===== config.mk =====
export PLATFORM = sky130hd
export DESIGN_NAME = pll_pi_lowpass_integrator_flat
export DESIGN_NICKNAME = d
export VERILOG_FILES = /design/src/rtl/core/pllpi_pkg.sv /design/src/rtl/core/pllpi_ref_if.sv /design/src/rtl/core/pllpi_est_if.sv /design/src/rtl/core/pllpi_regs.sv /design/src/rtl/core/pllpi_serial_mul.sv /design/src/rtl/core/pll_pi_lowpass_integrator.sv /design/src/flat_wrapper.sv
export SDC_FILE = /design/constraint.sdc
export NUM_CORES = 2
export LEC_CHECK = 0
export BUFFER_PORTS_ARGS = -buffer_cell sky130_fd_sc_hd__buf_2
export CAP_MARGIN = 20
export CORE_MARGIN = 3
export CORE_UTILIZATION = 50
export DETAILED_ROUTE_END_ITERATION = 6
export PLACE_DENSITY_LB_ADDON = 0.05
export SYNTH_ARGS = -nofsm -noshare
export SYNTH_HDL_FRONTEND = slang
export SYNTH_HIERARCHICAL = 1
export SYNTH_SLANG_ARGS = --single-unit

===== constraint.sdc =====
create_clock -name clk -period 5.9 [get_ports clk]
set_input_delay 0.885 -clock clk [delete_from_list [all_inputs] [get_ports clk]]
set_output_delay 0.885 -clock clk [all_outputs]
set_load 0.005 [all_outputs]

===== src/rtl/core/pllpi_pkg.sv =====
package pllpi_pkg;

  // Default fixed-point formats: data Q16.16, coefficients Q1.30
  localparam int DEF_DATA_WIDTH     = 32;
  localparam int DEF_COEF_FRAC_BITS = 30;
  localparam int COEF_WIDTH         = 32;
  localparam int FIELD_WIDTH        = 32;

  // Coefficient products are clamped to +-2^PROD_LIM_EXP
  localparam int PROD_LIM_EXP  = 61;
  localparam int MUL_RES_WIDTH = PROD_LIM_EXP + 2;

  // Register port
  localparam int APB_ADDR_WIDTH  = 5;
  localparam int APB_DATA_WIDTH  = 32;
  localparam int REG_INDEX_WIDTH = APB_ADDR_WIDTH - 2;

  localparam logic [REG_INDEX_WIDTH-1:0] REG_PI_GAIN_NOW      = 3'd0;
  localparam logic [REG_INDEX_WIDTH-1:0] REG_PI_GAIN_LAST     = 3'd1;
  localparam logic [REG_INDEX_WIDTH-1:0] REG_LOWPASS_FEED     = 3'd2;
  localparam logic [REG_INDEX_WIDTH-1:0] REG_LOWPASS_FEEDBACK = 3'd3;
  localparam logic [REG_INDEX_WIDTH-1:0] REG_HALF_PERIOD      = 3'd4;

  // Reset values: Kp 0.8, Ki 1.2, T 1 ms, Wc 1 rad/s
  localparam logic signed [COEF_WIDTH-1:0] RST_PI_GAIN_NOW      = 32'sd859637704;
  localparam logic signed [COEF_WIDTH-1:0] RST_PI_GAIN_LAST     = -32'sd858349214;
  localparam logic signed [COEF_WIDTH-1:0] RST_LOWPASS_FEED     = 32'sd536603;
  localparam logic signed [COEF_WIDTH-1:0] RST_LOWPASS_FEEDBACK = 32'sd1072668618;
  localparam logic signed [COEF_WIDTH-1:0] RST_HALF_PERIOD      = 32'sd536871;

  typedef struct packed {
    logic signed [COEF_WIDTH-1:0] pi_gain_now;
    logic signed [COEF_WIDTH-1:0] pi_gain_last;
    logic signed [COEF_WIDTH-1:0] lowpass_feed;
    logic signed [COEF_WIDTH-1:0] lowpass_feedback;
    logic signed [COEF_WIDTH-1:0] half_period;
  } pllpi_coef_t;

endpackage


===== src/rtl/core/pllpi_ref_if.sv =====
interface pllpi_ref_if;
  import pllpi_pkg::*;

  logic                          valid;
  logic                          ready;
  logic signed [FIELD_WIDTH-1:0] reference_angle;

  modport source (output valid, output reference_angle, input ready);
  modport sink   (input valid, input reference_angle, output ready);

endinterface


===== src/rtl/core/pllpi_est_if.sv =====
interface pllpi_est_if;
  import pllpi_pkg::*;

  logic                          valid;
  logic                          ready;
  logic signed [FIELD_WIDTH-1:0] speed_estimate;
  logic signed [FIELD_WIDTH-1:0] angle_estimate;

  modport source (output valid, output speed_estimate, output angle_estimate, input ready);
  modport sink   (input valid, input speed_estimate, input angle_estimate, output ready);

endinterface


===== src/rtl/core/pllpi_regs.sv =====
module pllpi_regs (
  input  logic                                 clk,
  input  logic                                 rst,
  input  logic                                 psel,
  input  logic                                 penable,
  input  logic                                 pwrite,
  input  logic [pllpi_pkg::APB_ADDR_WIDTH-1:0] paddr,
  input  logic [pllpi_pkg::APB_DATA_WIDTH-1:0] pwdata,
  output logic [pllpi_pkg::APB_DATA_WIDTH-1:0] prdata,
  output logic                                 pready,
  output pllpi_pkg::pllpi_coef_t               coef
);
  import pllpi_pkg::*;

  logic [REG_INDEX_WIDTH-1:0] index;
  logic                       wr_en;

  assign pready = 1'b1;
  assign index  = paddr[APB_ADDR_WIDTH-1:2];
  assign wr_en  = psel & penable & pwrite & pready;

  // Write the addressed coefficient; drop writes beyond the map
  always_ff @(posedge clk) begin
    if (rst) begin
      coef.pi_gain_now      <= RST_PI_GAIN_NOW;
      coef.pi_gain_last     <= RST_PI_GAIN_LAST;
      coef.lowpass_feed     <= RST_LOWPASS_FEED;
      coef.lowpass_feedback <= RST_LOWPASS_FEEDBACK;
      coef.half_period      <= RST_HALF_PERIOD;
    end else if (wr_en) begin
      unique case (index)
        REG_PI_GAIN_NOW:      coef.pi_gain_now      <= $signed(pwdata[COEF_WIDTH-1:0]);
        REG_PI_GAIN_LAST:     coef.pi_gain_last     <= $signed(pwdata[COEF_WIDTH-1:0]);
        REG_LOWPASS_FEED:     coef.lowpass_feed     <= $signed(pwdata[COEF_WIDTH-1:0]);
        REG_LOWPASS_FEEDBACK: coef.lowpass_feedback <= $signed(pwdata[COEF_WIDTH-1:0]);
        REG_HALF_PERIOD:      coef.half_period      <= $signed(pwdata[COEF_WIDTH-1:0]);
        default: ;
      endcase
    end
  end

  // Read back the addressed coefficient
  always_comb begin
    unique case (index)
      REG_PI_GAIN_NOW:      prdata = APB_DATA_WIDTH'(coef.pi_gain_now);
      REG_PI_GAIN_LAST:     prdata = APB_DATA_WIDTH'(coef.pi_gain_last);
      REG_LOWPASS_FEED:     prdata = APB_DATA_WIDTH'(coef.lowpass_feed);
      REG_LOWPASS_FEEDBACK: prdata = APB_DATA_WIDTH'(coef.lowpass_feedback);
      REG_HALF_PERIOD:      prdata = APB_DATA_WIDTH'(coef.half_period);
      default:              prdata = '0;
    endcase
  end

endmodule


===== src/rtl/core/pllpi_serial_mul.sv =====
module pllpi_serial_mul #(
  parameter int A_WIDTH   = pllpi_pkg::DEF_DATA_WIDTH + 1,
  parameter int C_WIDTH   = pllpi_pkg::COEF_WIDTH,
  parameter int FRAC_BITS = pllpi_pkg::DEF_COEF_FRAC_BITS
) (
  input  logic                                       clk,
  input  logic                                       rst,
  input  logic                                       start,
  input  logic signed [A_WIDTH-1:0]                  a,
  input  logic signed [C_WIDTH-1:0]                  c,
  output logic                                       done,
  output logic signed [pllpi_pkg::MUL_RES_WIDTH-1:0] product
);
  import pllpi_pkg::*;

  localparam int RW    = MUL_RES_WIDTH;
  localparam int PW    = A_WIDTH + C_WIDTH;
  localparam int QW    = PW - FRAC_BITS;
  localparam int QXW   = (QW > RW) ? QW : RW;
  localparam int CNT_W = $clog2(A_WIDTH);

  localparam logic [CNT_W-1:0]     LAST_STEP = CNT_W'(A_WIDTH - 1);
  localparam logic [QXW-1:0]       LIM_X     = QXW'(1) << PROD_LIM_EXP;
  localparam logic signed [RW-1:0] LIM_POS   = RW'(1) << PROD_LIM_EXP;
  localparam logic signed [RW-1:0] LIM_NEG   = -LIM_POS;

  logic                    neg;
  logic [C_WIDTH-1:0]      cmag;
  logic [C_WIDTH:0]        hi;
  logic [A_WIDTH-1:0]      lo;
  logic [CNT_W-1:0]        step;
  logic                    run;
  logic                    fin;
  logic [C_WIDTH:0]        sum;
  logic [PW-1:0]           prod;
  logic [QXW-1:0]          qx;
  logic [RW-1:0]           qr;
  logic                    rem_nz;
  logic                    clamp;
  logic signed [RW-1:0]    res_next;

  // Add the coefficient when the current multiplier bit is set
  assign sum = lo[0] ? hi + {1'b0, cmag} : hi;

  // Floor-shift the magnitude product, clamp, then apply the sign
  always_comb begin
    prod   = {hi[C_WIDTH-1:0], lo};
    qx     = QXW'(prod[PW-1:FRAC_BITS]);
    rem_nz = |prod[FRAC_BITS-1:0];
    clamp  = (qx >= LIM_X);
    qr     = qx[RW-1:0];
    if (clamp) begin
      res_next = neg ? LIM_NEG : LIM_POS;
    end else if (neg) begin
      res_next = rem_nz ? $signed(~qr) : $signed(-qr);
    end else begin
      res_next = $signed(qr);
    end
  end

  // Sequence: load, one bit per cycle, then a finishing step that registers the product and raises done
  always_ff @(posedge clk) begin
    if (rst) begin
      run  <= 1'b0;
      fin  <= 1'b0;
      done <= 1'b0;
      step <= '0;
    end else begin
      done <= fin;
      fin  <= 1'b0;
      if (start) begin
        run  <= 1'b1;
        step <= '0;
      end else if (run) begin
        step <= step + 1'b1;
        if (step == LAST_STEP) begin
          run <= 1'b0;
          fin <= 1'b1;
        end
      end
    end
  end

  // Shift-and-add datapath on magnitudes
  always_ff @(posedge clk) begin
    if (start) begin
      neg  <= a[A_WIDTH-1] ^ c[C_WIDTH-1];
      cmag <= c[C_WIDTH-1] ? C_WIDTH'(-c) : C_WIDTH'(c);
      hi   <= '0;
      lo   <= a[A_WIDTH-1] ? A_WIDTH'(-a) : A_WIDTH'(a);
    end else if (run) begin
      hi <= {1'b0, sum[C_WIDTH:1]};
      lo <= {sum[0], lo[A_WIDTH-1:1]};
    end
    if (fin) begin
      product <= res_next;
    end
  end

endmodule


===== src/rtl/core/pll_pi_lowpass_integrator.sv =====
// Phase-locked loop: Tustin PI, first-order low-pass and trapezoidal angle integrator.
// Takes one reference beat at a time: reference.ready stays low from acceptance until the
// result beat is handed off. Each beat makes two dependent passes through bit-serial
// multipliers that take one operand bit a cycle.
// Reset (rst, synchronous): loop state cleared to zero, coefficients to their defaults.
module pll_pi_lowpass_integrator #(
  parameter int DATA_WIDTH     = pllpi_pkg::DEF_DATA_WIDTH,
  parameter int COEF_FRAC_BITS = pllpi_pkg::DEF_COEF_FRAC_BITS
) (
  input  logic                                 clk,
  input  logic                                 rst,
  pllpi_ref_if.sink                            reference,
  pllpi_est_if.source                          estimate,
  input  logic                                 psel,
  input  logic                                 penable,
  input  logic                                 pwrite,
  input  logic [pllpi_pkg::APB_ADDR_WIDTH-1:0] paddr,
  input  logic [pllpi_pkg::APB_DATA_WIDTH-1:0] pwdata,
  output logic [pllpi_pkg::APB_DATA_WIDTH-1:0] prdata,
  output logic                                 pready
);
  import pllpi_pkg::*;

  localparam int AW   = DATA_WIDTH + 1;
  localparam int RW   = MUL_RES_WIDTH;
  localparam int SUMW = RW + 2;
  localparam int DFW  = ((DATA_WIDTH > FIELD_WIDTH) ? DATA_WIDTH : FIELD_WIDTH) + 1;
  localparam int OXW  = (DATA_WIDTH > FIELD_WIDTH) ? DATA_WIDTH : FIELD_WIDTH;

  localparam logic signed [DATA_WIDTH-1:0]  D_MAX = {1'b0, {(DATA_WIDTH-1){1'b1}}};
  localparam logic signed [DATA_WIDTH-1:0]  D_MIN = {1'b1, {(DATA_WIDTH-1){1'b0}}};
  localparam logic signed [FIELD_WIDTH-1:0] F_MAX = {1'b0, {(FIELD_WIDTH-1){1'b1}}};
  localparam logic signed [FIELD_WIDTH-1:0] F_MIN = {1'b1, {(FIELD_WIDTH-1){1'b0}}};

  localparam logic [2:0] S_IDLE   = 3'd0;
  localparam logic [2:0] S_START1 = 3'd1;
  localparam logic [2:0] S_MUL1   = 3'd2;
  localparam logic [2:0] S_START2 = 3'd3;
  localparam logic [2:0] S_MUL2   = 3'd4;
  localparam logic [2:0] S_PUSH   = 3'd5;

  // Clip a wide sum to the data width
  function automatic logic signed [DATA_WIDTH-1:0] sat_sum(input logic signed [SUMW-1:0] x);
    logic hit;
    hit = (x[SUMW-1:DATA_WIDTH-1] != {(SUMW-DATA_WIDTH+1){x[SUMW-1]}});
    if (hit) return x[SUMW-1] ? D_MIN : D_MAX;
    return x[DATA_WIDTH-1:0];
  endfunction

  // Clip a state value to the output field
  function automatic logic signed [FIELD_WIDTH-1:0] sat_field(
    input logic signed [DATA_WIDTH-1:0] v
  );
    logic signed [OXW-1:0] ext;
    logic                  hit;
    ext = OXW'(v);
    hit = (ext[OXW-1:FIELD_WIDTH-1] != {(OXW-FIELD_WIDTH+1){ext[OXW-1]}});
    if (hit) return ext[OXW-1] ? F_MIN : F_MAX;
    return ext[FIELD_WIDTH-1:0];
  endfunction

  pllpi_coef_t coef;

  logic [2:0]                   state;
  logic signed [DATA_WIDTH-1:0] err_r;
  logic signed [DATA_WIDTH-1:0] pi_r;
  logic signed [DATA_WIDTH-1:0] prev_error;
  logic signed [DATA_WIDTH-1:0] prev_pi_output;
  logic signed [DATA_WIDTH-1:0] speed_reg;
  logic signed [DATA_WIDTH-1:0] angle_reg;
  logic                         out_valid;
  logic signed [FIELD_WIDTH-1:0] speed_out;
  logic signed [FIELD_WIDTH-1:0] angle_out;

  logic signed [DFW-1:0]         diff;
  logic signed [DATA_WIDTH-1:0]  err_next;
  logic signed [AW-1:0]          pair;
  logic                          phase1;
  logic                          start1;
  logic                          start_any;
  logic signed [AW-1:0]          a0;
  logic signed [AW-1:0]          a1;
  logic signed [COEF_WIDTH-1:0]  c0;
  logic signed [COEF_WIDTH-1:0]  c1;
  logic                          done0;
  logic                          done1;
  logic                          done2;
  logic                          mul_done;
  logic signed [RW-1:0]          m0;
  logic signed [RW-1:0]          m1;
  logic signed [RW-1:0]          m2;
  logic signed [SUMW-1:0]        pi_sum;
  logic signed [SUMW-1:0]        spd_sum;
  logic signed [SUMW-1:0]        ang_sum;
  logic                          can_push;

  pllpi_regs u_regs (
    .clk     (clk),
    .rst     (rst),
    .psel    (psel),
    .penable (penable),
    .pwrite  (pwrite),
    .paddr   (paddr),
    .pwdata  (pwdata),
    .prdata  (prdata),
    .pready  (pready),
    .coef    (coef)
  );

  // Error against the previous angle estimate
  always_comb begin
    diff = DFW'(reference.reference_angle) - DFW'(angle_reg);
    if (diff[DFW-1:DATA_WIDTH-1] != {(DFW-DATA_WIDTH+1){diff[DFW-1]}}) begin
      err_next = diff[DFW-1] ? D_MIN : D_MAX;
    end else begin
      err_next = diff[DATA_WIDTH-1:0];
    end
  end

  // Operand selection for the two passes
  assign phase1    = (state == S_START1);
  assign start1    = phase1;
  assign start_any = phase1 | (state == S_START2);
  assign pair      = AW'(pi_r) + AW'(prev_pi_output);
  assign a0        = phase1 ? AW'(err_r) : pair;
  assign a1        = phase1 ? AW'(prev_error) : pair;
  assign c0        = phase1 ? coef.pi_gain_now : coef.lowpass_feed;
  assign c1        = phase1 ? coef.pi_gain_last : coef.half_period;
  assign mul_done  = done0 & done1;

  pllpi_serial_mul #(
    .A_WIDTH   (AW),
    .C_WIDTH   (COEF_WIDTH),
    .FRAC_BITS (COEF_FRAC_BITS)
  ) u_mul0 (
    .clk     (clk),
    .rst     (rst),
    .start   (start_any),
    .a       (a0),
    .c       (c0),
    .done    (done0),
    .product (m0)
  );

  pllpi_serial_mul #(
    .A_WIDTH   (AW),
    .C_WIDTH   (COEF_WIDTH),
    .FRAC_BITS (COEF_FRAC_BITS)
  ) u_mul1 (
    .clk     (clk),
    .rst     (rst),
    .start   (start_any),
    .a       (a1),
    .c       (c1),
    .done    (done1),
    .product (m1)
  );

  // Low-pass feedback term runs alongside the PI products
  pllpi_serial_mul #(
    .A_WIDTH   (AW),
    .C_WIDTH   (COEF_WIDTH),
    .FRAC_BITS (COEF_FRAC_BITS)
  ) u_mul2 (
    .clk     (clk),
    .rst     (rst),
    .start   (start1),
    .a       (AW'(speed_reg)),
    .c       (coef.lowpass_feedback),
    .done    (done2),
    .product (m2)
  );

  assign pi_sum   = SUMW'(prev_pi_output) + SUMW'(m0) + SUMW'(m1);
  assign spd_sum  = SUMW'(m0) + SUMW'(m2);
  assign ang_sum  = SUMW'(angle_reg) + SUMW'(m1);
  assign can_push = ~out_valid | estimate.ready;

  assign reference.ready         = (state == S_IDLE);
  assign estimate.valid          = out_valid;
  assign estimate.speed_estimate = speed_out;
  assign estimate.angle_estimate = angle_out;

  // Sequencer: error, PI pass, filter and integrator pass, hand-off
  always_ff @(posedge clk) begin
    if (rst) begin
      state          <= S_IDLE;
      prev_error     <= '0;
      prev_pi_output <= '0;
      speed_reg      <= '0;
      angle_reg      <= '0;
    end else begin
      unique case (state)
        S_IDLE: begin
          if (reference.valid) state <= S_START1;
        end
        S_START1: state <= S_MUL1;
        S_MUL1: begin
          if (mul_done && done2) state <= S_START2;
        end
        S_START2: state <= S_MUL2;
        S_MUL2: begin
          if (mul_done) begin
            prev_error     <= err_r;
            prev_pi_output <= pi_r;
            speed_reg      <= sat_sum(spd_sum);
            angle_reg      <= sat_sum(ang_sum);
            state          <= S_PUSH;
          end
        end
        S_PUSH: begin
          if (can_push) state <= S_IDLE;
        end
        default: state <= S_IDLE;
      endcase
    end
  end

  // Hold the working values of the current beat
  always_ff @(posedge clk) begin
    if (state == S_IDLE && reference.valid) err_r <= err_next;
    if (state == S_MUL1 && mul_done && done2) pi_r <= sat_sum(pi_sum);
  end

  // Output register: load on hand-off, drop once taken
  always_ff @(posedge clk) begin
    if (rst) begin
      out_valid <= 1'b0;
    end else if (state == S_PUSH && can_push) begin
      out_valid <= 1'b1;
    end else if (estimate.ready) begin
      out_valid <= 1'b0;
    end
  end

  always_ff @(posedge clk) begin
    if (state == S_PUSH && can_push) begin
      speed_out <= sat_field(speed_reg);
      angle_out <= sat_field(angle_reg);
    end
  end

endmodule


===== src/flat_wrapper.sv =====
// flat-port wrapper written by rule: the top's interface ports become plain ports
module pll_pi_lowpass_integrator_flat import pllpi_pkg::*;
#(
  parameter int DATA_WIDTH     = pllpi_pkg::DEF_DATA_WIDTH,
  parameter int COEF_FRAC_BITS = pllpi_pkg::DEF_COEF_FRAC_BITS
)
  (clk, rst, psel, penable, pwrite, paddr, pwdata, prdata, pready, reference_valid, reference_reference_angle, reference_ready, estimate_valid, estimate_speed_estimate, estimate_angle_estimate, estimate_ready);
  pllpi_ref_if reference_i ();
  pllpi_est_if estimate_i ();
  input  logic clk;
  input  logic rst;
  input  logic psel;
  input  logic penable;
  input  logic pwrite;
  input  logic [pllpi_pkg::APB_ADDR_WIDTH-1:0] paddr;
  input  logic [pllpi_pkg::APB_DATA_WIDTH-1:0] pwdata;
  output logic [pllpi_pkg::APB_DATA_WIDTH-1:0] prdata;
  output logic pready;
  input wire logic [$bits(reference_i.valid)-1:0] reference_valid;
  input wire logic [$bits(reference_i.reference_angle)-1:0] reference_reference_angle;
  output wire logic [$bits(reference_i.ready)-1:0] reference_ready;
  output wire logic [$bits(estimate_i.valid)-1:0] estimate_valid;
  output wire logic [$bits(estimate_i.speed_estimate)-1:0] estimate_speed_estimate;
  output wire logic [$bits(estimate_i.angle_estimate)-1:0] estimate_angle_estimate;
  input wire logic [$bits(estimate_i.ready)-1:0] estimate_ready;
  assign reference_i.valid = reference_valid;
  assign reference_i.reference_angle = reference_reference_angle;
  assign reference_ready = reference_i.ready;
  assign estimate_valid = estimate_i.valid;
  assign estimate_speed_estimate = estimate_i.speed_estimate;
  assign estimate_angle_estimate = estimate_i.angle_estimate;
  assign estimate_i.ready = estimate_ready;
  pll_pi_lowpass_integrator #(.DATA_WIDTH(DATA_WIDTH), .COEF_FRAC_BITS(COEF_FRAC_BITS)) u_core (.clk(clk), .rst(rst), .reference(reference_i), .estimate(estimate_i), .psel(psel), .penable(penable), .pwrite(pwrite), .paddr(paddr), .pwdata(pwdata), .prdata(prdata), .pready(pready));
endmodule

==> impl_metrics.py <==
metrics = {
    "run_status": {
        "outcome": "completed",
    },
    "min_path": {
        "hold_path_startpoint": "pwdata[1]",
        "whs_endpoint": "u_core/u_regs/coef[129]",
        "hold_depth": 3,
        "hp-class": "input pin to register",
    },
    "global_routing": {
        "antenna_found_initial": 1,
        "grt_pass1_wl_um": 309000,
        "grt_max_degree": 185,
        "grt_pass1_vias": 50494,
        "grt_usage": 0.299,
        "grt_overflow": 0,
    },
    "worst_setup_path": {
        "worstPathRequired_ns": 6.42,
        "critPathKind": "register to register",
        "reg2reg_slack_ns": 0.25,
        "start_kind": "register",
        "worstPathArrival_ns": 6.17,
        "crit_path_max_fanout": 31,
        "critPathCaptureType": "register",
        "rr_startpoint": "u_core/u_mul1/product[31]",
        "worst-r2r-cell-count": 18,
        "r2r-end": "u_core/pi_r[7]",
    },
    "sta": {
        "rsz0062_at_grt": "false",
        "tns_ns": 0,
        "setup_viol": 0,
        "tightest_slew_ns": 1.10,
        "clock_skew_ns": 0.0447,
        "period_needed_ns": 5.65,
        "min_period_over_period": 0.957,
        "slew_headroom": 0.263,
        "hold_ws_ns": 0.439,
        "final_hold_viol_count": 0,
        "fmax_ghz": 0.177,
        "drv_slew": 0,
    },
    "floorplan": {
        "die-area_mm2": 0.134,
        "ios": 175,
        "fp.dieW_um": 365,
        "start_util": 0.505,
        "die_y_um": 365,
        "rows": 131,
        "coreArea_mm2": 0.128,
    },
    "routing": {
        "drt_wl_total_um": 204000,
        "wl_per_cell_um": 22.9,
        "final_antenna_net_count": 0,
        "num_vias": 54488,
        "drt_iter0_drc": 4972,
        "viasPerCell": 6.12,
        "firstDrtPassIters": 6,
        "drc": 0,
    },
    "synth": {
        "ys_seq_elements": 930,
        "ys_types": 109,
        "async_flop_share": 0,
        "synth_edf_count": 515,
        "avgSynthCellArea_um2": 8.99,
        "netlist_instances": 7181,
        "syn-num-nets": 7692,
        "synth_area_mm2": 0.0646,
        "yosysWarningCount": 6,
        "synth-seq-area-share": 0.368,
        "synth_flop_cell": "edfxtp_1",
    },
    "final_layout": {
        "area_delta_synth_final_pct": 9.26,
        "fin_nets": 7663,
        "largest_reg_flops": 160,
        "drive_gt1_frac": 0.0832,
        "largest-register": "u_core/u_regs/coef",
        "mostFrequentLayoutCells": "nand2_1 (851), a21oi_1 (600), nor2_1 (547)",
        "layout_commonest_cell": "nand2_1",
        "antennaDiodeCount": 0,
    },
    "clock_tree": {
        "postCtsSetupRepairBufs": 0,
        "cts-buffers-inserted": 108,
        "cts_sinks": 930,
        "cts_max_level": 3,
        "cts_tree": "done",
        "clkTransAtPathRegs_ns": 0.06,
        "clkLatencyLatePin_ns": 0.71,
        "cts-root-buf": "clkbuf_16",
        "cts_max_path_buffers": 3,
        "holdBufCountCts": 0,
    },
    "power_and_ir_drop": {
        "power_frac_seq": 0.402,
        "power_leakage_uw": 0.0273,
        "switchingPower_uw": 6540,
        "p_clk_frac": 0.351,
        "ir_worst_vdd_mv": 0.248,
        "p_int_uw": 13600,
        "switching_share": 0.325,
        "power.density_mw_per_mm2": 286,
        "pwr-share-comb": 0.247,
    },
    "place": {
        "gp_congestion": 0.939,
        "dp_hpwl_um": 156000,
        "portBuffers": 171,
    },
    "job": {
        "maxCapViolCount": 0,
    },
}
-- logic make-up (layout without fill, tap and decap cells) --
group,Yosys count,after routing,synth area share
AND/OR/NAND/NOR,2365,2365,0.176
adder cells (fa/ha/maj),439,439,0.0931
other,1,1,0.0000581
AO/OA/AOI/OAI,2001,2001,0.202
flip-flops,930,930,0.368
buffers and inverters,574,641,0.0359
multiplexers,276,276,0.0437
XOR/XNOR,595,595,0.0807
-- stage by stage --
| step | power (uW) | area [um^2] | util | instances | setup slack [ns] |
|---|---|---|---|---|---|
| after floorplan | 11700 | 64600 | - | 7181 | 0.536 |
| after global placement | 13100 | 66800 | 0.522 | 8704 | 0.225 |
| after detailed placement | 13100 | 66800 | 0.522 | 8704 | 0.179 |
| after CTS | 20200 | 70500 | 0.552 | 8910 | 0.130 |
| after global routing | 21200 | 70600 | 0.552 | 8910 | 0.00512 |
| final | 20200 | 70600 | 0.552 | 8910 | 0.253 |
-- worst max-delay path by stage --
stage | to | from | slack [ns]
floorplan | u_core/pi_r[15] | u_core/prev_pi_output[31] | 0.54
global placement | u_core/pi_r[7] | u_core/u_mul0/product[16] | 0.22
detailed placement | u_core/pi_r[7] | u_core/u_mul0/product[18] | 0.18
CTS | u_core/pi_r[7] | u_core/u_mul0/product[16] | 0.13
global route | u_core/pi_r[7] | u_core/u_mul0/product[15] | 0.005
finish | u_core/pi_r[7] | u_core/u_mul1/product[31] | 0.25
-- layout make-up --
type | instances | area (um^2)
Clock inverter | 62 | 731
Clock buffer | 144 | 3040
Inverter | 166 | 633
Sequential cell | 930 | 23800
Multi-Input combinational cell | 5677 | 38600
Timing Repair Buffer | 269 | 1690
Fill cell | 11783 | 57300
Tap cell | 1662 | 2080
-- cells in the mapped netlist, drive strengths merged (63+ instances only) --
library cell,count,area (um^2)
nor4,63,424
buf,84,475
nand2b,187,1180
a22oi,74,556
xor2,231,2020
nor2,551,2070
clkbuf,324,1220
o21ai,373,1870
ha,364,4550
o31ai,103,820
a21o,170,1280
edfxtp,515,15500
a21oi,601,3010
or3,75,519
nand2,853,3200
fa,71,1420
nand4,111,709
nand3,95,480
dfxtp,415,8310
mux2i,229,2290
xnor2,364,3190
nor3,136,702
inv,165,622
a211oi,139,1090
o21a,79,593
-- critical path, stage by stage (launching register included) --
cell and delay [ns]:
edfxtp_1 0.67, fa_1 0.51, ha_1 0.48, nand2_1 0.18, o21ai_0 0.42, a21oi_1 0.13, nor3_1 0.22, nor2_1 0.09
mux2_2 0.22, o21a_1 0.27, inv_2 0.16, or3_1 0.39, o22ai_1 0.17, nand4_1 0.13, nor4_1 0.39, nand2_1 0.09
o41a_1 0.43, buf_12 0.18, o31ai_1 0.27
-- power by group through the flow --
stage | Combinational, uW | Clock, uW | Sequential, uW
final | 4980 | 7070 | 8100
after global routing | 5510 | 7480 | 8160
after CTS | 4920 | 7220 | 8070
after detailed placement | 4890 | 0 | 8210
after global placement | 4860 | 0 | 8200
after floorplan | 3770 | 0 | 7910
-- what timing repair did --
| action | in CTS | in global routing |
|---|---|---|
| resized for setup | 0 | 11 |
| endpoints found under the setup margin | 0 | 34 |
| endpoints found under the hold margin | 0 | 0 |
-- routing by layer --
metal,part of all wire,GRT usage
met1,0.46,0.433
met2,0.44,0.461
met3,0.061,0.0392
met4,0.032,0.0965
met5,0,0
Note: power is estimated with default switching activity, not from simulation.
